[src/rtl/ssbi_pkg.sv]
// Shared types and codes for the sorted sample buffer with interpolation.
// Used by the controller, the datapath and the top level; no dependencies.
package ssbi_pkg;

    localparam logic [1:0] FUNC_INSERT = 2'd0;
    localparam logic [1:0] FUNC_VAL_AT = 2'd1;
    localparam logic [1:0] FUNC_KEY_AT = 2'd2;

    localparam int DIV_STEPS = 64;

    typedef enum logic [4:0] {
        OP_NONE,
        OP_LATCH,
        OP_FAIL,
        OP_RD_IDX,
        OP_RD_LAST,
        OP_STEP,
        OP_RES_DIRECT,
        OP_OPND,
        OP_MUL,
        OP_DIV_STEP,
        OP_RES_INTERP,
        OP_INS_OK,
        OP_SET_J,
        OP_RD_SHIFT,
        OP_WR_SHIFT,
        OP_WR_NEW,
        OP_RD_MIN,
        OP_CAP_MIN,
        OP_CAP_MAX,
        OP_PUBLISH
    } dp_op_t;

    typedef struct packed {
        dp_op_t op;
    } dp_cmd_t;

    typedef struct packed {
        logic [1:0] func;
        logic       cnt_lt2;
        logic       full;
        logic       idx_at_cnt;
        logic       idx_zero;
        logic       key_lt;
        logic       key_eq;
        logic       val_lt;
        logic       val_eq;
        logic       below_prev;
        logic       shift_done;
        logic       div_last;
    } dp_stat_t;

endpackage

[src/rtl/ssbi_ctrl.sv]
// Controller state machine: sequences scan, shift, divide and result steps.
// Depends on ssbi_pkg.
module ssbi_ctrl
    import ssbi_pkg::*;
(
    input  logic     clk,
    input  logic     rst_n,
    input  logic     in_valid,
    output logic     in_stall,
    output logic     out_valid,
    input  logic     out_stall,
    input  dp_stat_t stat,
    output dp_cmd_t  cmd
);

    typedef enum logic [3:0] {
        S_IDLE,
        S_DISP,
        S_LAST_W,
        S_SCAN,
        S_SCAN_W,
        S_INS_POS,
        S_SH_CHK,
        S_SH_WR,
        S_MUL,
        S_DIV,
        S_RESULT,
        S_MM0,
        S_MM1,
        S_MM2,
        S_FIN
    } state_t;

    state_t state_reg;
    state_t state_next;
    logic   out_valid_reg;
    logic   publish;

    assign in_stall  = (state_reg != S_IDLE);
    assign out_valid = out_valid_reg;
    assign publish   = (state_reg == S_FIN) && (!out_valid_reg || !out_stall);

    always_comb
    begin
        state_next = state_reg;
        cmd.op     = OP_NONE;
        unique case (state_reg)
            S_IDLE:
            begin
                if (in_valid)
                begin
                    cmd.op     = OP_LATCH;
                    state_next = S_DISP;
                end
            end
            S_DISP:
            begin
                priority if (stat.func == FUNC_INSERT)
                begin
                    state_next = S_SCAN;
                end
                else if ((stat.func != FUNC_VAL_AT && stat.func != FUNC_KEY_AT)
                         || stat.cnt_lt2)
                begin
                    cmd.op     = OP_FAIL;
                    state_next = S_MM0;
                end
                else if (stat.func == FUNC_VAL_AT)
                begin
                    state_next = S_SCAN;
                end
                else
                begin
                    cmd.op     = OP_RD_LAST;
                    state_next = S_LAST_W;
                end
            end
            S_LAST_W:
            begin
                // Query above the last stored value fails.
                if (stat.val_lt)
                begin
                    cmd.op     = OP_FAIL;
                    state_next = S_MM0;
                end
                else
                begin
                    state_next = S_SCAN;
                end
            end
            S_SCAN:
            begin
                if (stat.idx_at_cnt)
                begin
                    if (stat.func == FUNC_INSERT)
                    begin
                        state_next = S_INS_POS;
                    end
                    else
                    begin
                        cmd.op     = OP_FAIL;
                        state_next = S_MM0;
                    end
                end
                else
                begin
                    cmd.op     = OP_RD_IDX;
                    state_next = S_SCAN_W;
                end
            end
            S_SCAN_W:
            begin
                if (stat.func == FUNC_INSERT)
                begin
                    priority if (stat.key_lt)
                    begin
                        cmd.op     = OP_STEP;
                        state_next = S_SCAN;
                    end
                    else if (stat.key_eq)
                    begin
                        cmd.op     = OP_FAIL;
                        state_next = S_MM0;
                    end
                    else
                    begin
                        state_next = S_INS_POS;
                    end
                end
                else if (stat.func == FUNC_VAL_AT)
                begin
                    priority if (stat.idx_zero)
                    begin
                        if (!stat.key_lt && !stat.key_eq)
                        begin
                            cmd.op     = OP_FAIL;
                            state_next = S_MM0;
                        end
                        else
                        begin
                            cmd.op     = OP_STEP;
                            state_next = S_SCAN;
                        end
                    end
                    else if (stat.key_eq)
                    begin
                        cmd.op     = OP_RES_DIRECT;
                        state_next = S_MM0;
                    end
                    else if (stat.key_lt)
                    begin
                        cmd.op     = OP_STEP;
                        state_next = S_SCAN;
                    end
                    else
                    begin
                        cmd.op     = OP_OPND;
                        state_next = S_MUL;
                    end
                end
                else
                begin
                    priority if (stat.idx_zero)
                    begin
                        if (!stat.val_lt && !stat.val_eq)
                        begin
                            cmd.op     = OP_FAIL;
                            state_next = S_MM0;
                        end
                        else
                        begin
                            cmd.op     = OP_STEP;
                            state_next = S_SCAN;
                        end
                    end
                    else if (stat.val_eq)
                    begin
                        cmd.op     = OP_RES_DIRECT;
                        state_next = S_MM0;
                    end
                    else if (stat.val_lt)
                    begin
                        cmd.op     = OP_STEP;
                        state_next = S_SCAN;
                    end
                    else if (stat.below_prev)
                    begin
                        cmd.op     = OP_FAIL;
                        state_next = S_MM0;
                    end
                    else
                    begin
                        cmd.op     = OP_OPND;
                        state_next = S_MUL;
                    end
                end
            end
            S_INS_POS:
            begin
                // A key below every stored key is dropped when the store is full.
                if (stat.full && stat.idx_zero)
                begin
                    cmd.op     = OP_INS_OK;
                    state_next = S_MM0;
                end
                else
                begin
                    cmd.op     = OP_SET_J;
                    state_next = S_SH_CHK;
                end
            end
            S_SH_CHK:
            begin
                if (stat.shift_done)
                begin
                    cmd.op     = OP_WR_NEW;
                    state_next = S_MM0;
                end
                else
                begin
                    cmd.op     = OP_RD_SHIFT;
                    state_next = S_SH_WR;
                end
            end
            S_SH_WR:
            begin
                cmd.op     = OP_WR_SHIFT;
                state_next = S_SH_CHK;
            end
            S_MUL:
            begin
                cmd.op     = OP_MUL;
                state_next = S_DIV;
            end
            S_DIV:
            begin
                cmd.op = OP_DIV_STEP;
                if (stat.div_last)
                begin
                    state_next = S_RESULT;
                end
            end
            S_RESULT:
            begin
                cmd.op     = OP_RES_INTERP;
                state_next = S_MM0;
            end
            S_MM0:
            begin
                cmd.op     = OP_RD_MIN;
                state_next = S_MM1;
            end
            S_MM1:
            begin
                cmd.op     = OP_CAP_MIN;
                state_next = S_MM2;
            end
            S_MM2:
            begin
                cmd.op     = OP_CAP_MAX;
                state_next = S_FIN;
            end
            S_FIN:
            begin
                if (publish)
                begin
                    cmd.op     = OP_PUBLISH;
                    state_next = S_IDLE;
                end
            end
            default:
            begin
                state_next = S_IDLE;
            end
        endcase
    end

    always_ff @(posedge clk or negedge rst_n)
    begin
        if (!rst_n)
        begin
            state_reg     <= S_IDLE;
            out_valid_reg <= 1'b0;
        end
        else
        begin
            state_reg <= state_next;
            if (publish)
            begin
                out_valid_reg <= 1'b1;
            end
            else if (out_valid_reg && !out_stall)
            begin
                out_valid_reg <= 1'b0;
            end
        end
    end

endmodule

[config.mk]
export PLATFORM = sky130hd
export DESIGN_NAME = ssbi_ctrl
export DESIGN_NICKNAME = d
export VERILOG_FILES = /design/src/rtl/ssbi_pkg.sv /design/src/rtl/ssbi_ctrl.sv
export SDC_FILE = /design/constraint.sdc
export NUM_CORES = 1
export LEC_CHECK = 0
export ABC_AREA = 0
export BUFFER_PORTS_ARGS = -buffer_cell sky130_fd_sc_hd__buf_2
export CAP_MARGIN = 15
export CORE_MARGIN = 4
export CORE_UTILIZATION = 55
export DETAILED_ROUTE_END_ITERATION = 6
export PLACE_DENSITY = 0.92
export SLEW_MARGIN = 20
export SYNTH_ARGS = -nofsm -noshare
export SYNTH_HDL_FRONTEND = slang
export SYNTH_SLANG_ARGS = --single-unit
export TNS_END_PERCENT = 20
[constraint.sdc]
create_clock -name clk -period 2.75 [get_ports clk]
set_input_delay 0.4125 -clock clk [delete_from_list [all_inputs] [get_ports clk]]
set_output_delay 0.4125 -clock clk [all_outputs]
set_load 0.005 [all_outputs]
==> impl_results.md, run 1 <==
- Setup WS post-layout: 0.302 ns
- Cell Area, Placed: 933 sq um
- Dpl ws: 0.408 ns
- Routed len/inst: 14.8 um
- Storage element area: 125 sq um
- Async SR Flop Fraction: 1.00
- Synth Register Bits: 5
- Hold Vio Cnt, Final: 0
- Fill cells: 118
- Die area: 2230 sq um
- CTS Root Cell: clkbuf_4
- Aggregate global routing overflow: 0
- Clk_lat worst skew: 0.23 ns
- Buf+Inv Stages, Crit Path: 1
- Residual DRC count: 0
- Final Cycle Share: 0.890
- Worst hold slack: 0.501 ns
- DRT Wirelength: 2.27 mm
- Reg clk slew, reported paths: 0.04 ns
- Slowest-stage cell, CP: dfrtp_1
- Worst-margin pin slew: 0.790 ns
- Total power: 0.965 mW
- Post-synth top area share: 0.148
- Setup violators final: 0
- DIE HEIGHT: 47.2 um
- Maxcap violations: 0
- PortBufs: 23
- CP Capture Type: output pin
- DR iter-0 viols: 31
- Critical path, cell by cell: nand2b_2 > or4_1 > mux2_2 > o21ai_2 > buf_2
- Std cell rows: 13
- CP delay by family, top: flip-flops
- Tmin final: 2.45 ns
- Via count: 979
- Arrival time worst endpoint: 2.04 ns
- First-pass GRT wire length: 3.66 mm
- Slew Limit Fails: 0
- Status: complete, no violations
- Largest net degree at the start of global routing: 28
- Syn Inst Count: 118
- Commonest non-fill, non-tap cell in the layout: buf_2
- Synthesized Nets: 137
- Vias per std cell: 6.40
- GP Congestion: 0.882
- CTS Buf Count: 3
- Ys Warns: 0
- Most frequent cells in the layout: buf_2 (23), a21oi_1 (12), nor2_1 (9), nand2_1 (9), inv_1 (6)
- N_diodes: 0
- Relative slew slack: 0.474
- Clock Tree Buf Depth: 2
- Crit path kind: reg -> out
- Initial core utilization: 0.619
- Core Region: 1370 sq um
- Mapped cell area: 846 sq um
- H-tree depth: 1
- TNS Setup: 0 ns
- CP startpoint kind: register
- Count of cell types in the netlist: 49
- Seq/Total Area, Yosys: 0.148
- Synth Flop Type: dfrtp_1
- Pwr dens: 996 nW/um^2
- Chip Width: 47.2 um
- Top cells by area, synth: dfrtp_1 (15%), a21oi_1 (7.1%), buf_2 (4.1%)
- Layout Skew: 0.000527 ns
- Synth Area per Inst: 7.17 sq um
- Req. time, crit path: 2.34 ns
- Hold Path Class: in -> reg
- Post-DRT Antenna Nets: 0
- Total GRT Usage: 0.223
- Largest register FFs: 4
- RSZ-0062 raised after global routing: no
- Largest area contributor in the netlist: dfrtp_1
- Vias in the first global route: 891
- Post-synth EDFFs: 0
- Cell Count, Final, Fillers Out: 153
- Core Util, Final: 0.710
- Clk sinks: 5
- Max Clock Freq: 409 MHz
- Hpwl dp: 1.74 mm
- Static Leak: 0.420 nW
- Layout area overhead: 14.6%
- Area of the multi-input gates: 637 sq um
- TritonRoute pass-1 iters: 4
- VDD IR max: 0.738 mV
- Initial antenna violation count: 0
- Layout cells sized above 1: 0.232
- CTS tree: yes
- Worst-path fanout max: 19
- Final-stage net count: 158
- Fin area: 970 sq um
- Placed cell count: 148
- Max incr delay on CP: 0.68 ns
- Post-CTS Resized: 0
- I/O pin total: 24
[area by class of cell]
cell class              count  share of cell area
well taps                  15              0.0194
clock buffers               4              0.0271
repair buffers             26               0.145
multi-input cells          97               0.657
inverters                   6              0.0232
flip-flops and latches      5               0.129
[where the power goes]
group | total, mW | internal, mW | switching, mW | leakage, nW
Sequential | 0.242 | 0.109 | 0.133 | 0.0601
Clock | 0.0808 | 0.0546 | 0.0262 | 0.0150
Combinational | 0.643 | 0.318 | 0.325 | 0.345
[path summary, 6_finish.rpt]
| check | startpoint | end | slack, ns | cells after the start |
|---|---|---|---|---|
| worst min register to register | out_valid$_DFFE_PN0P_ | out_valid$_DFFE_PN0P_ | 0.63 | 2 |
| worst max register to register | state_reg[2]$_DFFE_PN0P_ | state_reg[1]$_DFFE_PN0P_ | 0.88 | 4 |
| worst max-delay path | state_reg[0]$_DFFE_PN0P_ | cmd[2] | 0.30 | 5 |
| min in group asynchronous | rst_n | state_reg[2]$_DFFE_PN0P_ | 0.51 | 2 |
| worst min-delay path | out_stall | out_valid$_DFFE_PN0P_ | 0.50 | 3 |
| max in group asynchronous | rst_n | state_reg[3]$_DFFE_PN0P_ | 2.12 | 2 |
[synth_stat cells, types with 2 or more instances]
| cell | n |
|---|---|
| ha_1 | 2 |
| buf_6 | 2 |
| nand2_1 | 9 |
| nor2b_1 | 3 |
| o21ai_0 | 5 |
| o211ai_1 | 4 |
| or4_1 | 2 |
| a31oi_1 | 3 |
| mux2i_1 | 2 |
| buf_2 | 7 |
| nand2b_1 | 5 |
| o221ai_1 | 2 |
| nor4b_1 | 2 |
| dfrtp_1 | 5 |
| or3_1 | 2 |
| nor4_1 | 2 |
| inv_1 | 6 |
| nand3b_1 | 3 |
| nor2_1 | 9 |
| a21oi_1 | 12 |
| nor3_1 | 3 |
[routing by layer]
metal	part of all wire	track usage
met4	0.026	0.116
met1	0.43	0.281
met2	0.47	0.371
met5	0	0
met3	0.067	0.0230
[cell families after synthesis]
group | share of synthesized area
AO/OA/AOI/OAI | 0.345
XOR/XNOR | 0.0104
adder cells (fa/ha/maj) | 0.0296
buffers and inverters | 0.0991
flip-flops | 0.148
multiplexers | 0.0370
AND/OR/NAND/NOR | 0.331
[worst min-delay path, stage by stage]
cell     delay, ns
buf_2         0.11
nand2_1       0.08
o21ai_0       0.09
[what timing repair did]
| action | in CTS | in global routing |
|---|---|---|
| buffers inserted | 0 | 0 |
| endpoints found under the hold margin | 5 | 0 |
| hold buffers | 1 | 0 |
| setup endpoints to repair | 0 | 0 |
No activity file was read; power rests on OpenSTA's default activity.
==> run 2, diff against run 1 <==
--- a/config.mk
+++ b/config.mk
@@ -6,7 +6,7 @@
 export NUM_CORES = 1
 export LEC_CHECK = 0
 export ABC_AREA = 0
-export BUFFER_PORTS_ARGS = -buffer_cell sky130_fd_sc_hd__buf_2
+export BUFFER_PORTS_ARGS = -buffer_cell sky130_fd_sc_hd__buf_4
 export CAP_MARGIN = 15
 export CORE_MARGIN = 4
 export CORE_UTILIZATION = 55
==> impl_results.md, run 2 (synthesized netlist as in run 1, its figures left out) <==
- Status: complete, no violations
- GP Congestion: 0.899 (+1.9%)
- DIE HEIGHT: 47.2 um (unchanged)
- Worst R2R Start: state_reg[2]$_DFFE_PN0P_
- Initial antenna violation count: 0 (unchanged)
- Fin area: 1030 sq um (+5.9%)
- R2r setup slk: 0.88 ns (about the same)
- Setup violators final: 0 (unchanged)
- FF-to-FF path depth: 4 (unchanged)
- Largest register FFs: 4 (unchanged)
- CTS Root Cell: clkbuf_4
- Std cell rows: 13 (unchanged)
- Layout Skew: 0.000927 ns (+0.000400 ns)
- Residual DRC count: 0 (unchanged)
- H-tree depth: 1 (unchanged)
- Hpwl dp: 1.84 mm (+5.7%)
- Layout cells sized above 1: 0.232 (unchanged)
- Clock Tree Buf Depth: 2 (unchanged)
- TritonRoute pass-1 iters: 4 (unchanged)
- Clk_lat worst skew: 0.24 ns (about the same)
- Arrival time worst endpoint: 2.06 ns (+0.02 ns)
- Tmin final: 2.48 ns (+0.0291 ns)
- Total power: 1.02 mW (+5.7%)
- Reg clk slew, reported paths: 0.04 ns (about the same)
- Layout area overhead: 21.5%
- DR iter-0 viols: 35 (+13%)
- Pwr dens: 993 nW/um^2 (-0.24%)
- Initial core utilization: 0.619 (unchanged)
- Relative slew slack: 0.483 (+0.00908)
- Crit path launch: state_reg[0]$_DFFE_PN0P_
- Fill cells: 107 (-9.3%)
- Worst-path fanout max: 19 (unchanged)
- Slew Limit Fails: 0 (unchanged)
- Reg-to-reg endpoint: state_reg[1]$_DFFE_PN0P_
- Total GRT Usage: 0.245 (+0.0219)
- Met3 Wirelength: 134 um (-12%)
- Core Util, Final: 0.752 (+0.0421)
- Vias in the first global route: 923 (+3.6%)
- First-pass GRT wire length: 3.79 mm (+3.6%)
- Dpl ws: 0.441 ns (+0.0331 ns)
- Highest metal used: met4
- Post-DRT Antenna Nets: 0 (unchanged)
- Largest net degree at the start of global routing: 28 (unchanged)
- Cell Area, Placed: 991 sq um (+6.2%)
- N_diodes: 0 (unchanged)
- Req. time, crit path: 2.34 ns (about the same)
- PortBufs: 23 (unchanged)
- Static Leak: 0.439 nW (+4.3%)
- DRT Wirelength: 2.40 mm (+5.5%)
- Final-stage net count: 158 (unchanged)
- TNS Setup: 0 ns (unchanged)
- VDD IR max: 0.764 mV (+3.6%)
- CTS tree: yes
- Maxcap violations: 0 (unchanged)
- CTS Buf Count: 3 (unchanged)
- Hold Path Class: in -> async
- CP startpoint kind: register
- Via count: 1012 (+3.4%)
- Commonest non-fill, non-tap cell in the layout: buf_4
- Chip Width: 47.2 um (unchanged)
- Aggregate global routing overflow: 0 (unchanged)
- Max Clock Freq: 404 MHz (-1.2%)
- I/O pin total: 24 (unchanged)
- Hold Vio Cnt, Final: 0 (unchanged)
- Metal-1 WL: 1.03 mm (+4.9%)
- Core Region: 1370 sq um (unchanged)
- Routed len/inst: 15.7 um (+5.5%)
- Setup WS post-layout: 0.273 ns (-0.0291 ns)
- Vias per std cell: 6.61 (+3.4%)
- RSZ-0062 raised after global routing: no
- CP Capture Type: output pin
- Worst Setup EP: cmd[2]
- Final Cycle Share: 0.901 (+0.0106)
- Routed length on met2: 1.18 mm (+9.2%)
- Worst-margin pin slew: 0.776 ns (-0.0136 ns)
- Die area: 2230 sq um (unchanged)
- Clk sinks: 5 (unchanged)
- Postcts setup bufs: 0 (unchanged)
- Crit path kind: reg -> out
- Most frequent cells in the layout: buf_4 (25), a21oi_1 (12), nor2_1 (9), nand2_1 (9), inv_1 (6)
run 2: where the power goes:
group	internal (mW)	total, mW	switching, mW
logic	0.357	0.694	0.337
clock network	0.0546	0.0815	0.0269
registers	0.109	0.245	0.136
run 2: timing repair:
item / in CTS / in global routing
endpoints found under the hold margin: 5 / 0
gates resized for setup: 0 / 0
hold buffers: 1 / 0
run 2: area by class of cell:
| cell class | instances | area [sq um] | area share |
|---|---|---|---|
| Tap cell | 15 | 18.8 | 0.0183 |
| Clock buffer | 4 | 26.3 | 0.0256 |
| Multi-Input combinational cell | 97 | 637 | 0.620 |
| Timing Repair Buffer | 26 | 198 | 0.192 |
| Sequential cell | 5 | 125 | 0.122 |
| Inverter | 6 | 22.5 | 0.0219 |
run 2: worst max-delay path, stage by stage (launching register included):
cell and delay (ns):
dfrtp_1 0.69, nand2b_2 0.18, or4_1 0.44, mux2_2 0.29, o21ai_2 0.11, buf_4 0.12
run 2: per-stage QoR:
step	hold slack (ns)	std cells
CTS	0.494	153
global placement	0.213	148
detailed placement	0.213	148
global route	0.495	153
finish	0.504	153
floorplan	0.117	118
run 2: metal layers:
layer,GRT usage,up-vias
met3,0.0345,10
met5,0,-
met4,0.171,0
li1,-,482
met2,0.396,40
met1,0.296,480
run 2: worst min-delay path by stage:
stage                     slack [ns]       from                        to
after floorplan                 0.12      rst_n     out_valid$_DFFE_PN0P_
after global placement          0.21      rst_n  state_reg[2]$_DFFE_PN0P_
after detailed placement        0.21      rst_n  state_reg[0]$_DFFE_PN0P_
after CTS                       0.49  out_stall     out_valid$_DFFE_PN0P_
after global routing            0.50      rst_n  state_reg[1]$_DFFE_PN0P_
final                           0.50      rst_n  state_reg[3]$_DFFE_PN0P_
==> run 3, diff against run 2 <==
--- a/config.mk
+++ b/config.mk
@@ -8,7 +8,6 @@
 export ABC_AREA = 0
 export BUFFER_PORTS_ARGS = -buffer_cell sky130_fd_sc_hd__buf_4
 export CAP_MARGIN = 15
-export CORE_MARGIN = 4
 export CORE_UTILIZATION = 55
 export DETAILED_ROUTE_END_ITERATION = 6
 export PLACE_DENSITY = 0.92
==> impl_results.md, run 3 (synthesized netlist as in run 1, its figures left out) <==
- Status: complete, no violations
- Storage element area: 125 sq um (unchanged)
- Worst R2R Start: state_reg[2]$_DFFE_PN0P_
- Crit path kind: reg -> out
- Arrival time worst endpoint: 2.00 ns (-0.06 ns)
- Std cell rows: 13 (unchanged)
- PortBufs: 23 (unchanged)
- Combinational power share: 0.733 (+0.053)
- Slew Limit Fails: 0 (unchanged)
- Placed cell count: 149 (+0.68%)
- Initial core utilization: 0.619 (unchanged)
- GP Congestion: 0.897 (-0.22%)
- Core Region: 1370 sq um (unchanged)
- Max incr delay on CP: 0.83 ns (+0.14 ns)
- CTS Buf Count: 3 (unchanged)
- Min-delay src: out_stall
- DR iter-0 viols: 42 (+20%)
- Cell Count, Final, Fillers Out: 154 (+0.65%)
- Layout area overhead: 22.3%
- Hpwl dp: 1.84 mm (about the same)
- Largest net degree at the start of global routing: 28 (unchanged)
- TritonRoute pass-1 iters: 5 (+1)
- Layout cells sized above 1: 0.237 (+0.00553)
- Hold Path Sink: out_valid$_DFFE_PN0P_
- Hold Vio Cnt, Final: 0 (unchanged)
- CTS Root Cell: clkbuf_4
- Initial antenna violation count: 0 (unchanged)
- Area of the multi-input gates: 637 sq um (unchanged)
- VDD IR max: 0.917 mV (+20%)
- N_diodes: 0 (unchanged)
- Maxcap violations: 0 (unchanged)
- First-pass GRT wire length: 3.74 mm (-1.3%)
- Vias in the first global route: 922 (-0.11%)
- Static Leak: 0.443 nW (+1.1%)
- Postcts setup bufs: 0 (unchanged)
- DRT Wirelength: 2.35 mm (-2.0%)
- Most frequent cells in the layout: buf_4 (26), a21oi_1 (12), nor2_1 (9), nand2_1 (9), inv_1 (6)
- Pwr dens: 1000 nW/um^2 (+0.76%)
- CP Capture Type: output pin
- Clock power share: 0.077 (-0.003)
- Die area: 1700 sq um (-24%)
- Routed len/inst: 15.3 um (-2.6%)
- Critical path, cell by cell: nand2b_1 > nor2_1 > o211ai_2 > o221ai_1 > buf_4
- DIE HEIGHT: 41.2 um (-13%)
- Clk_lat worst skew: 0.23 ns (about the same)
- Post-DRT Antenna Nets: 0 (unchanged)
- Via count: 1016 (+0.40%)
- Req. time, crit path: 2.34 ns (about the same)
- CTS tree: yes
- Setup violators final: 0 (unchanged)
- Vias per std cell: 6.60 (-0.26%)
- R2r setup slk: 0.85 ns (-0.03 ns)
- I/O pin total: 24 (unchanged)
- Flop pwr share: 0.190 (-0.050)
- Commonest non-fill, non-tap cell in the layout: buf_4
- Clk sinks: 5 (unchanged)
- Int Power: 0.531 mW (+2.1%)
- Aggregate global routing overflow: 0 (unchanged)
- Slowest-stage cell, CP: dfrtp_1
- FF-to-FF path depth: 4 (unchanged)
- Chip Width: 41.2 um (-13%)
- Hold Crit Depth: 3
- Largest register FFs: 4 (unchanged)
- Clock Tree Buf Depth: 2 (unchanged)
- RSZ-0062 raised after global routing: no
- Worst-margin pin slew: 0.771 ns (-0.00475 ns)
- TNS Setup: 0 ns (unchanged)
- Hold Path Class: in -> reg
- H-tree depth: 1 (unchanged)
- Worst-path fanout max: 27 (+8)
- Residual DRC count: 0 (unchanged)
- Final Cycle Share: 0.876 (-0.0246)
- Total GRT Usage: 0.335 (+0.0901)
- Tmin final: 2.41 ns (-0.0676 ns)
- Max Clock Freq: 415 MHz (+2.8%)
- CP startpoint kind: register
- NetSw: 0.504 mW (+0.87%)
- Sw Share: 0.487 (-0.00304)
- Reg clk slew, reported paths: 0.04 ns (about the same)
- Fill cells: 99 (-7.5%)
- Final-stage net count: 159 (+0.63%)
- Reg-to-reg endpoint: state_reg[1]$_DFFE_PN0P_
- Layout Skew: 0.000525 ns (-0.000402 ns)
- Relative slew slack: 0.486 (+0.00317)
-- run 3: cell type report --
type                       instances  area share
multi-input combinational         97       0.615
timing repair buffer              27       0.198
sequential                         5       0.121
clock buffer                       4      0.0254
inverter                           6      0.0218
tap                               15      0.0181
-- run 3: worst max-delay path by stage --
stage	from	end	slack (ns)
final	state_reg[2]$_DFFE_PN0P_	cmd[0]	0.34
after floorplan	stat[11]	cmd[2]	0.72
after CTS	state_reg[2]$_DFFE_PN0P_	cmd[0]	0.39
after global routing	state_reg[2]$_DFFE_PN0P_	cmd[0]	0.19
after global placement	stat[12]	cmd[2]	0.47
after detailed placement	stat[12]	cmd[0]	0.41
-- run 3: through the flow --
stage | hold slack, ns | area, sq um | power [mW] | worst slack [ns] | util
after floorplan | 0.117 | 846 | 0.706 | 0.720 | -
after global placement | 0.213 | 998 | 0.906 | 0.465 | 0.731
after detailed placement | 0.215 | 998 | 0.934 | 0.405 | 0.731
after CTS | 0.499 | 1030 | 1.02 | 0.394 | 0.757
after global routing | 0.534 | 1030 | 1.13 | 0.186 | 0.757
final | 0.510 | 1030 | 1.04 | 0.341 | 0.757
-- run 3: worst max-delay path, delay by kind of cell, from the launching register on --
| family | cells | cell delay (ns) |
|---|---|---|
| buffers and inverters | 1 | 0.14 |
| and+or+nand+nor | 2 | 0.45 |
| AOI/OAI and AO/OA | 2 | 0.34 |
| DFF | 1 | 0.83 |
-- run 3: power by group through the flow --
stage          Sequential (mW)  Clock (mW)  Combinational, mW
6_report                 0.197      0.0796              0.759
5_1_grt                  0.205      0.0859              0.835
4_1_cts                  0.193      0.0826              0.746
3_5_place_dp             0.192           0              0.742
3_3_place_gp             0.192           0              0.714
2_1_floorplan            0.134           0              0.573
-- run 3: what timing repair did --
| action | 4_1_cts | 5_1_grt |
|---|---|---|
| hold buffers | 1 | 0 |
| hold endpoints to repair | 5 | 0 |
| gates resized for setup | 0 | 0 |
-- run 3: routing by layer --
layer | vias to the layer above | share of wire | track usage
met2 | 47 | 0.51 | 0.531
li1 | 485 | - | -
met4 | 0 | 0.029 | 0.210
met5 | - | 0 | 0
met1 | 474 | 0.40 | 0.393
met3 | 10 | 0.061 | 0.0924
